### config.mk
export PLATFORM = sky130hd
export DESIGN_NAME = yuv422_to_rgb_converter
export DESIGN_NICKNAME = d
export VERILOG_FILES = /design/src/rtl/y2r_pkg.sv /design/src/rtl/y2r_pixel.sv /design/src/rtl/yuv422_to_rgb_converter.sv
export VERILOG_INCLUDE_DIRS = /design/src /design/src/rtl
export SDC_FILE = /design/constraint.sdc
export NUM_CORES = 1
export LEC_CHECK = 0
export BUFFER_PORTS_ARGS = -buffer_cell sky130_fd_sc_hd__buf_2
export CORE_MARGIN = 5
export CORE_UTILIZATION = 40
export DETAILED_ROUTE_END_ITERATION = 10
export PLACE_DENSITY = 0.57
export SETUP_SLACK_MARGIN = 0.15
export SYNTH_ARGS = -nofsm -noshare
export SYNTH_HDL_FRONTEND = slang
export SYNTH_SLANG_ARGS = --single-unit
### constraint.sdc
create_clock -name clk -period 9.2 [get_ports clk]
set_input_delay 1.38 -clock clk [delete_from_list [all_inputs] [get_ports clk]]
set_output_delay 1.38 -clock clk [all_outputs]
set_load 0.005 [all_outputs]
### src/rtl/assert_macros.svh
// concurrent assertion helpers, sampled on clk
`ifndef ASSERT_MACROS_SVH
`define ASSERT_MACROS_SVH

// checked only while out of reset
`define ASSERT_CLK(lbl, prop, msg) \
  lbl: assert property (@(posedge clk) disable iff (!rst_n) prop) else $error(msg);

// checked on every edge, reset included
`define ASSERT_ANY(lbl, prop, msg) \
  lbl: assert property (@(posedge clk) prop) else $error(msg);

`endif

### src/rtl/y2r_pkg.sv
package y2r_pkg;

  typedef enum logic [1:0] {
    FMT_RGB  = 2'd0,
    FMT_BGR  = 2'd1,
    FMT_YUYV = 2'd2,
    FMT_UYVY = 2'd3
  } pix_fmt_t;

  typedef struct packed {
    logic [7:0] byte0;
    logic [7:0] byte1;
    logic [7:0] byte2;
    logic [7:0] byte3;
    logic [7:0] byte4;
    logic [7:0] byte5;
  } in_word_t;

  typedef struct packed {
    logic [7:0] red_first;
    logic [7:0] green_first;
    logic [7:0] blue_first;
    logic [7:0] red_second;
    logic [7:0] green_second;
    logic [7:0] blue_second;
  } out_word_t;

  // bt.601 coefficients, scaled by 256
  localparam int unsigned CoefRv = 359;
  localparam int unsigned CoefGu = 88;
  localparam int unsigned CoefGv = 183;
  localparam int unsigned CoefBu = 454;
  localparam int unsigned ChromaOfs = 128;

  // saturate an 11-bit signed channel to 0..255
  function automatic logic [7:0] clamp_byte(input logic signed [10:0] x);
    logic [7:0] res;
    if (x < 0) begin
      res = 8'd0;
    end else if (x > 11'sd255) begin
      res = 8'd255;
    end else begin
      res = x[7:0];
    end
    return res;
  endfunction

endpackage

### src/rtl/y2r_pixel.sv
module y2r_pixel (
  input  logic              [7:0] luma,
  input  logic signed       [8:0] cb,
  input  logic signed       [8:0] cr,
  output logic              [7:0] red,
  output logic              [7:0] green,
  output logic              [7:0] blue
);
  import y2r_pkg::*;

  logic signed [17:0] prod_rv;
  logic signed [17:0] prod_g;
  logic signed [17:0] prod_bu;
  logic signed [10:0] luma_s;
  logic signed [10:0] ofs_r;
  logic signed [10:0] ofs_g;
  logic signed [10:0] ofs_b;

  assign prod_rv = 18'(signed'(18'(CoefRv))) * 18'(cr);
  assign prod_g  = 18'(signed'(18'(CoefGu))) * 18'(cb)
                 + 18'(signed'(18'(CoefGv))) * 18'(cr);
  assign prod_bu = 18'(signed'(18'(CoefBu))) * 18'(cb);

  // floor shift by 8: drop the low byte, keep the sign
  assign ofs_r  = 11'(signed'(prod_rv[17:8]));
  assign ofs_g  = 11'(signed'(prod_g[17:8]));
  assign ofs_b  = 11'(signed'(prod_bu[17:8]));
  assign luma_s = signed'({3'b000, luma});

  assign red   = clamp_byte(luma_s + ofs_r);
  assign green = clamp_byte(luma_s - ofs_g);
  assign blue  = clamp_byte(luma_s + ofs_b);

endmodule

### src/rtl/yuv422_to_rgb_converter.sv
// channel   ports                           word
// --------  ------------------------------  ---------------------------------
// input     in_valid / in_ready / in_data   six raw bytes of one pixel pair
// output    out_valid / out_ready / out_data two rgb pixels
// config    cfg_wr_en / cfg_wr_data         pixel_format, 2 bits
//
// one word per cycle sustained while out_ready stays high; input register then
// result register with the conversion between them
// rst_n (synchronous) clears both valid flags and sets pixel_format to rgb
// a stalled result holds the output register; the input register keeps
// taking a word as long as the output register can move on
`include "assert_macros.svh"

module yuv422_to_rgb_converter (
  input  logic              clk,
  input  logic              rst_n,
  input  logic              in_valid,
  output logic              in_ready,
  input  y2r_pkg::in_word_t  in_data,
  output logic              out_valid,
  input  logic              out_ready,
  output y2r_pkg::out_word_t out_data,
  input  logic              cfg_wr_en,
  input  logic [1:0]        cfg_wr_data
);
  import y2r_pkg::*;

  // config register
  pix_fmt_t fmt_r;

  // stage 1: captured input word
  logic     s1_valid_r;
  in_word_t s1_data_r;

  // stage 2: result word
  logic      out_valid_r;
  out_word_t out_data_r;
  out_word_t out_data_nxt;

  logic out_adv;
  logic s1_adv;

  // chroma / luma picked out of the byte stream
  logic              [7:0] y0;
  logic              [7:0] y1;
  logic signed       [8:0] cb;
  logic signed       [8:0] cr;
  logic              [7:0] r0, g0, b0, r1, g1, b1;

  // output register frees up when empty or taken this cycle
  assign out_adv  = !out_valid_r || out_ready;
  assign s1_adv   = s1_valid_r && out_adv;
  assign in_ready = !s1_valid_r || out_adv;

  always_ff @(posedge clk) begin
    if (!rst_n) begin
      fmt_r <= FMT_RGB;
    end else if (cfg_wr_en) begin
      fmt_r <= pix_fmt_t'(cfg_wr_data);
    end
  end

  always_ff @(posedge clk) begin
    if (!rst_n) begin
      s1_valid_r <= 1'b0;
    end else if (in_ready) begin
      s1_valid_r <= in_valid;
    end
  end

  always_ff @(posedge clk) begin
    if (in_valid && in_ready) begin
      s1_data_r <= in_data;
    end
  end

  // yuyv: y0 u y1 v, uyvy: u y0 v y1; chroma offset removed here
  always_comb begin
    if (fmt_r == FMT_UYVY) begin
      y0 = s1_data_r.byte1;
      y1 = s1_data_r.byte3;
      cb = signed'({1'b0, s1_data_r.byte0}) - 9'(ChromaOfs);
      cr = signed'({1'b0, s1_data_r.byte2}) - 9'(ChromaOfs);
    end else begin
      y0 = s1_data_r.byte0;
      y1 = s1_data_r.byte2;
      cb = signed'({1'b0, s1_data_r.byte1}) - 9'(ChromaOfs);
      cr = signed'({1'b0, s1_data_r.byte3}) - 9'(ChromaOfs);
    end
  end

  y2r_pixel u_pix_first (
    .luma  (y0),
    .cb    (cb),
    .cr    (cr),
    .red   (r0),
    .green (g0),
    .blue  (b0)
  );

  y2r_pixel u_pix_second (
    .luma  (y1),
    .cb    (cb),
    .cr    (cr),
    .red   (r1),
    .green (g1),
    .blue  (b1)
  );

  // format select: pass-through, outer-byte swap, or converted yuv
  always_comb begin
    unique case (fmt_r)
      FMT_RGB: begin
        out_data_nxt = '{s1_data_r.byte0, s1_data_r.byte1, s1_data_r.byte2,
                         s1_data_r.byte3, s1_data_r.byte4, s1_data_r.byte5};
      end
      FMT_BGR: begin
        out_data_nxt = '{s1_data_r.byte2, s1_data_r.byte1, s1_data_r.byte0,
                         s1_data_r.byte5, s1_data_r.byte4, s1_data_r.byte3};
      end
      FMT_YUYV, FMT_UYVY: begin
        out_data_nxt = '{r0, g0, b0, r1, g1, b1};
      end
      default: begin
        out_data_nxt = '{r0, g0, b0, r1, g1, b1};
      end
    endcase
  end

  always_ff @(posedge clk) begin
    if (!rst_n) begin
      out_valid_r <= 1'b0;
    end else if (out_adv) begin
      out_valid_r <= s1_valid_r;
    end
  end

  always_ff @(posedge clk) begin
    if (s1_adv) begin
      out_data_r <= out_data_nxt;
    end
  end

  assign out_valid = out_valid_r;
  assign out_data  = out_data_r;

  // both stages empty right after reset
  `ASSERT_ANY(a_reset_empty, !rst_n |=> (!out_valid_r && !s1_valid_r), "not empty after reset")
  // a captured word must not vanish while the result is stalled
  `ASSERT_CLK(a_s1_hold, (s1_valid_r && out_valid_r && !out_ready) |=> s1_valid_r, "s1 dropped")
  // an accepted word lands in stage 1
  `ASSERT_CLK(a_s1_load, (in_valid && in_ready) |=> s1_valid_r, "accepted word not captured")
  // a new result only comes from a filled stage 1
  `ASSERT_CLK(a_out_src, $rose(out_valid_r) |-> $past(s1_valid_r), "result without source word")

endmodule

==> qor.yml, run 1 <==
worst_setup_path:
  reg2reg_depth: 30
  reg2reg_from: "fmt_r[1]"
  path_common_cell: "inv_1"
  cpPeakStageDelay_ps: 510
  worstReg2RegEnd: "out_data[37]"
  cp.arrival_ps: 8720
  cpMaxStageDelayCell: "a211oi_1"
  cp-start-kind: "flip-flop"
  required_ps: 9400
  worstPathMaxFanout: 11
  endpoint_kind: "flip-flop"
  r2r_slack_ps: 670
  crit_type: "reg2reg"
layout:
  syn_to_final_growth_pct: 11.3
  drive_gt1_frac: 0.155
  final_nets: 1552
  utilization: 0.451
  fillCellCount: 2772
  diodes: 0
  final_cells: 1624
yosys:
  syn_inst: 1132
  ys.warnings.count: 0
  async_reset_ff_frac: 0
  synth.most_common_cell: "ha_1"
  synth_area_leaders: "edfxtp_1 25%, ha_1 21%, fa_1 12%, inv_1 6.1%, mux2i_1 4.1%"
  syn_nets: 1449
  synth-edff-count: 96
  synth_flop_cell: "edfxtp_1"
  avgSynthCellArea_sq_um: 10.3
  synth_seq_cells: 100
  synth_top_area_share: 0.247
  ys_types: 75
  ys_seq_area_frac: 0.254
  syn_area_sq_mm: 0.0117
  synth_top_cell_by_area: "edfxtp_1"
  netlist_top_cells_count: "192 x ha_1, 189 x inv_1, 96 x edfxtp_1"
global_routing:
  grt_max_degree: 62
  grt_pass1_vias: 8590
  gr-total-overflow: 0
  grt_pass1_wl_um: 49400
  antenna_found_initial: 2
  grt_usage: 0.191
floorplanning:
  die_area_sq_mm: 0.0327
  fp.dieH_um: 181
  die_x_um: 181
  core_area_sq_mm: 0.0288
  fp-row-count: 62
  pin_count: 105
  start_util: 0.405
timing:
  relSlewSlack: 0.394
  finalSetupViolCount: 0
  worst_pin_slew_ps: 899
  drv_slew: 0
  period_minus_slack_ps: 8530
  setup_tns_ps: 0
  skew_ps: 19.6
  hold_slack_ps: 527
  period_share: 0.927
  hold_viol: 0
  rsz0062_at_grt: "no"
  max_freq_mhz: 117
routing:
  first_iter_violations: 494
  vias_per_cell: 5.28
  firstDrtPassIters: 5
  avgRoutedWirePerCell_um: 19.2
  drc: 0
  vias: 8578
  drtAntennaViolNets: 0
  routed_wl_um: 31200
clocking:
  cts.clk_slew.worst_paths_ps: 90
  worstSkewPairLatency_ps: 370
  cts_hold_buffers: 0
  cts_root_buffer: "clkbuf_16"
  cts_tree: "yes"
  clockBufferDepth: 2
  numCtsBuffers: 9
  htree_levels: 3
  cts_num_sinks: 100
placed_design:
  place.gp.congestion: 0.884
  dp_cells: 1608
  io_buffers: 104
  dp_hpwl_um: 25800
worst_hold_path:
  hp-start: "s1_valid_r"
  min_path_type: "reg2reg"
  min_to: "out_valid"
  holdPathStages: 1
status:
  status: "completed"
flow_run:
  max_cap_viol_count: 0
-- per-layer routing --
layer,track usage,vias to the layer above,share of wire
li1,-,4239,-
met1,0.275,4089,0.48
met2,0.305,216,0.45
met3,0.0247,32,0.049
met4,0.0478,2,0.019
met5,0,-,0.00042
-- worst max path at each step --
stage                        start      endpoint  slack [ps]  cells past startpoint
after global placement    fmt_r[1]  out_data[37]         940                     29
after global routing      fmt_r[0]  out_data[38]         170                     29
final                     fmt_r[1]  out_data[37]         670                     30
after floorplan           fmt_r[0]  out_data[33]         840                     32
after CTS                 fmt_r[1]  out_data[37]         740                     29
after detailed placement  fmt_r[1]  out_data[37]         790                     29
-- metrics by stage --
step,instance area (sq um),worst slack [ps]
after floorplan,11700,842
after global placement,12600,940
after detailed placement,12600,790
after CTS,13000,738
after global routing,13000,168
final,13000,672
-- repair_timing --
item | 4_1_cts | 5_1_grt
setup buffers | 0 | 0
setup endpoints to repair | 0 | 1
gates resized for setup | 0 | 1
-- cell families after synthesis --
| logic type | count (synthesis) | synth area share |
|---|---|---|
| fa+ha+maj | 263 | 0.327 |
| compound gates | 246 | 0.147 |
| buf+inv | 208 | 0.0679 |
| simple gates | 161 | 0.0746 |
| flops | 100 | 0.254 |
| xor+xnor | 79 | 0.0618 |
| mux | 75 | 0.0673 |
-- layout by cell type, fill, tap and decap left out, drive strengths merged, types with 9 or more instances in the layout --
cell and instances:
a21o 22, a21oi 51, a31oi 9, buf 111
clkbuf 9, edfxtp 96, fa 70, ha 192
inv 191, mux2 27, mux2i 48, nand2 19
nand3 9, nor2 28, nor2b 18, nor3 31
o211ai 12, o21a 13, o21ai 48, o21bai 13
o221ai 10, o22ai 24, or2 17, xnor2 51
xor2 26
-- state kept, by name (all words and copies together), names as in the netlist --
name        count
out_data       48
s1_data_r      48
fmt_r           2
out_valid       1
s1_valid_r      1
-- final cells by class --
cell class	count	area, sq um	area share
Clock buffer	9	225	0.0174
Clock inverter	7	98.8	0.00762
Inverter	189	709	0.0547
Multi-Input combinational cell	824	7920	0.611
Sequential cell	100	2970	0.229
Tap cell	384	480	0.0370
Timing Repair Buffer	111	573	0.0442
-- critical path: cells and delay by family, from the launching register on --
family | cells | cell delay [ps]
AOI/OAI and AO/OA | 8 | 1930
buffers and inverters | 6 | 400
and+or+nand+nor | 4 | 1240
DFF | 1 | 330
muxes | 2 | 750
xor gates and xnor gates | 1 | 130
adders and majority gates | 9 | 3570
Power of run 1 is not shown: default switching activity piles up to over one toggle a cycle in this logic, so the estimate is an artifact.
==> inputs of run 2 (changes only) <==
Settings changed: ABC_AREA set to 1.
==> run 2 against run 1 <==
  * Non-clock buffer count grew 6
  * Global-route usage decreased by 0.076 points
  * Synthesized cell count is 27% higher
  * Register-to-register slack better by 630 ps
  * Via count up 11%
  * Maximum frequency increased by 7.9%
  * Sequential cell count stayed put
  * Clock skew shrank 4.9 ps
  * First-iteration DRC count increased by 22%
  * Cell area grew 2.0%
  * Highest routed layer is now met4
  * Core utilization decreased by 0.18 points
  * Critical path depth increased by 6
==> qor.yml, run 2 <==
status:
  status: "completed"
yosys:
  ys_types: 48
  synth_area_leaders: "edfxtp_1 24%, ha_1 20%, fa_1 12%, inv_1 10%, nand2_1 9.8%"
  syn_inst: 1439
  avgSynthCellArea_sq_um: 8.26
  synth_top_cell_by_area: "edfxtp_1"
  synth-edff-count: 96
  syn_nets: 1756
  synth_top_area_share: 0.242
  async_reset_ff_frac: 0
  syn_area_sq_mm: 0.0119
  ys_seq_area_frac: 0.249
  netlist_top_cells_count: "320 x inv_1, 309 x nand2_1, 192 x ha_1"
  synth.most_common_cell: "inv_1"
  ys.warnings.count: 0
  synth_flop_cell: "edfxtp_1"
  synth_seq_cells: 100
global_routing:
  grt_pass1_vias: 9495
  grt_pass1_wl_um: 49800
  gr-total-overflow: 0
  grt_usage: 0.190
  antenna_found_initial: 0
  grt_max_degree: 49
worst_setup_path:
  cpMaxStageDelayCell: "o21ai_0"
  cp.arrival_ps: 8010
  crit_type: "reg2reg"
  endpoint_kind: "flip-flop"
  reg2reg_depth: 36
  cp-start-kind: "flip-flop"
  required_ps: 9310
  path_common_cell: "inv_1"
  cpPeakStageDelay_ps: 700
  worstPathMaxFanout: 29
timing:
  finalSetupViolCount: 0
  relSlewSlack: 0.271
  setup_tns_ps: 0
  max_freq_mhz: 127
  period_share: 0.859
  rsz0062_at_grt: "no"
  period_minus_slack_ps: 7900
  hold_viol: 0
  hold_slack_ps: 519
  drv_slew: 0
  worst_pin_slew_ps: 1090
  skew_ps: 14.7
placed_design:
  place.gp.congestion: 0.939
  dp_hpwl_um: 26700
  io_buffers: 104
  dpl_cell_area_sq_mm: 0.0130
worst_hold_path:
  holdPathStages: 2
  min_path_type: "reg2reg"
layout:
  final_nets: 1870
  fillCellCount: 2986
  final_common_cell: "inv_1"
  diodes: 0
  drive_gt1_frac: 0.126
  fin_area_sq_mm: 0.0132
  mostFrequentLayoutCells: "319 x inv_1, 308 x nand2_1, 192 x ha_1, 104 x buf_2, 96 x edfxtp_1"
  syn_to_final_growth_pct: 11.3
floorplanning:
  fp.dieH_um: 182
  start_util: 0.403
  die_x_um: 182
  core_area_sq_mm: 0.0295
  fp-row-count: 63
  pin_count: 105
  die_area_sq_mm: 0.0333
clocking:
  cts_num_sinks: 100
  worstSkewPairLatency_ps: 360
  cts_root_buffer: "clkbuf_16"
  cts_tree: "yes"
  numCtsBuffers: 9
  clockBufferDepth: 2
  htree_levels: 3
  post-cts-setup-buffers: 0
  cts_hold_buffers: 0
  cts.clk_slew.worst_paths_ps: 80
  ctsResizeCount: 0
routing:
  firstDrtPassIters: 5
  routed_wl_um: 31600
  avgRoutedWirePerCell_um: 16.2
  drc: 0
  drtAntennaViolNets: 0
  first_iter_violations: 603
  vias_per_cell: 4.90
  vias: 9552
flow_run:
  max_cap_viol_count: 0
-- run 2: final timing paths --
path,startpoint,endpoint,slack [ps]
max,fmt_r[1],out_data[12],1300
min,s1_data_r[10],out_data[10],520
min reg2reg,s1_data_r[10],out_data[10],520
max reg2reg,fmt_r[1],out_data[12],1300
-- run 2: worst max-delay path: cells and delay by family, from the launching register on --
family	cells	cell delay, ps
adder cells (fa/ha/maj)	8	3170
AND/OR/NAND/NOR	12	1360
buffers and inverters	7	520
XOR/XNOR	2	590
flip-flops	1	410
AO/OA/AOI/OAI	7	1590
-- run 2: cell type report --
class	count	area (sq um)	share of cell area
Multi-Input combinational cell	997	7650	0.578
Clock buffer	10	229	0.0173
Sequential cell	100	2960	0.224
Clock inverter	6	52.6	0.00397
Timing Repair Buffer	117	618	0.0467
Inverter	328	1230	0.0930
Tap cell	390	488	0.0369
-- run 2: metrics by stage --
| stage | worst slack (ps) | std cells | utilization |
|---|---|---|---|
| global placement | 1300 | 1932 | 0.439 |
| global route | 644 | 1948 | 0.449 |
| CTS | 1210 | 1948 | 0.449 |
| detailed placement | 1260 | 1932 | 0.439 |
| finish | 1300 | 1948 | 0.449 |
| floorplan | 1860 | 1439 | - |
-- run 2: logic make-up (layout without fill, tap and decap cells) --
group | after synthesis | after routing | share of synthesized area
buffers and inverters | 342 | 461 | 0.108
xor gates and xnor gates | 73 | 73 | 0.0578
DFF | 100 | 100 | 0.249
adders and majority gates | 262 | 262 | 0.320
AOI/OAI and AO/OA | 186 | 186 | 0.0910
and+or+nand+nor | 476 | 476 | 0.174
-- run 2: per-layer routing --
metal | track usage | share of wire
met1 | 0.259 | 0.46
met2 | 0.325 | 0.47
met3 | 0.0281 | 0.054
met4 | 0.0351 | 0.017
met5 | 0 | 0
Power of run 2 is left out for the same reason.
==> inputs of run 3 (changes only) <==
Settings changed: CORE_UTILIZATION 40 to 62, HOLD_SLACK_MARGIN set to 0.06, PLACE_DENSITY 0.57 to 0.83.
==> run 3 against run 2 <==
  * Setup slack worse by 230 ps
  * Sequential share of layout area is 0.35 points higher
  * First-iteration DRC count is 35% higher
  * Non-clock buffer count stayed put
  * Worst hold slack better by 11 ps
  * Maximum frequency is 2.8% lower
  * Register-to-register slack worse by 230 ps
  * Via count is 2.8% higher
  * Final cell count is 8.0% lower
  * Sequential cell count stayed put
  * Critical path type unchanged
==> qor.yml, run 3 (synthesis gave the netlist of run 2 again) <==
worst_setup_path:
  cpPeakStageDelay_ps: 830
  endpoint_kind: "flip-flop"
  crit_type: "reg2reg"
  required_ps: 9300
  cp.arrival_ps: 8230
  cp-start-kind: "flip-flop"
  path_common_cell: "inv_1"
  worstPathMaxFanout: 39
  cpMaxStageDelayCell: "o21ai_0"
global_routing:
  grt_max_degree: 49
  antenna_found_initial: 0
  grt_pass1_vias: 9954
  grt_usage: 0.278
  grt_pass1_wl_um: 48700
  gr-total-overflow: 0
clocking:
  cts_root_buffer: "clkbuf_16"
  ctsResizeCount: 0
  cts_num_sinks: 100
  worstSkewPairLatency_ps: 350
  cts.clk_slew.worst_paths_ps: 70
  htree_levels: 3
  clockBufferDepth: 2
  cts_hold_buffers: 0
  numCtsBuffers: 9
  cts_tree: "yes"
  post-cts-setup-buffers: 0
placed_design:
  dp_hpwl_um: 25200
  place.gp.congestion: 0.962
  io_buffers: 104
layout:
  diodes: 0
  final_nets: 1870
  fillCellCount: 1448
  syn_to_final_growth_pct: 9.61
  seqCellArea_sq_mm: 0.00296
  mostFrequentLayoutCells: "319 x inv_1, 308 x nand2_1, 192 x ha_1, 104 x buf_2, 96 x edfxtp_1"
  drive_gt1_frac: 0.126
  final_common_cell: "inv_1"
  multi_input_area_sq_mm: 0.00765
routing:
  avgRoutedWirePerCell_um: 16.7
  vias_per_cell: 5.48
  routed_wl_um: 29900
  drtAntennaViolNets: 0
  vias: 9822
  firstDrtPassIters: 6
  first_iter_violations: 814
  drc: 0
floorplanning:
  core_area_sq_mm: 0.0188
  fp-row-count: 50
  die_x_um: 149
  start_util: 0.634
  fp.dieH_um: 149
  pin_count: 105
  die_area_sq_mm: 0.0221
timing:
  rsz0062_at_grt: "no"
  finalSetupViolCount: 0
  skew_ps: 10.5
  worst_pin_slew_ps: 1060
  period_minus_slack_ps: 8130
  drv_slew: 0
  max_freq_mhz: 123
  hold_viol: 0
  period_share: 0.884
  relSlewSlack: 0.291
  setup_tns_ps: 0
flow_run:
  max_cap_viol_count: 0
worst_hold_path:
  min_path_type: "reg2reg"
status:
  status: "completed"
[run 3: final cells by class]
type	instances	area share
Clock buffer	9	0.0173
Clock inverter	7	0.00384
Inverter	328	0.0945
Multi-Input combinational cell	997	0.587
Sequential cell	100	0.227
Tap cell	234	0.0225
Timing Repair Buffer	117	0.0474
[run 3: path summary, 6_finish.rpt]
kind	to	slack [ps]	depth (start not counted)	from
max	out_data[11]	1070	36	fmt_r[1]
min	out_data[9]	530	2	s1_data_r[9]
max reg2reg	out_data[11]	1070	36	fmt_r[1]
min reg2reg	out_data[9]	530	2	s1_data_r[9]
[run 3: per-stage QoR]
step,hold slack (ps),cells,cell area (sq um),utilization,worst slack [ps]
floorplan,447,1439,11900,-,1860
global placement,506,1776,12800,0.680,1370
detailed placement,509,1776,12800,0.680,1130
CTS,527,1792,13000,0.695,1080
global route,559,1792,13000,0.695,384
finish,530,1792,13000,0.695,1070
[run 3: worst max-delay path, delay by kind of cell (launching register included)]
| kind | cells | cell delay (ps) |
|---|---|---|
| AND/OR/NAND/NOR | 12 | 1470 |
| adder cells (fa/ha/maj) | 8 | 3210 |
| AO/OA/AOI/OAI | 7 | 1730 |
| flip-flops | 1 | 410 |
| XOR/XNOR | 2 | 490 |
| buffers and inverters | 7 | 550 |
[run 3: metal layers]
metal / vias to the layer above / track usage / wire length, um
met5: - / 0 / 0
met4: 0 / 0.0827 / 837
met3: 61 / 0.0463 / 2260
met2: 361 / 0.472 / 14200
met1: 4558 / 0.366 / 12600
li1: 4842 / - / -
Power of run 3 is left out for the same reason.
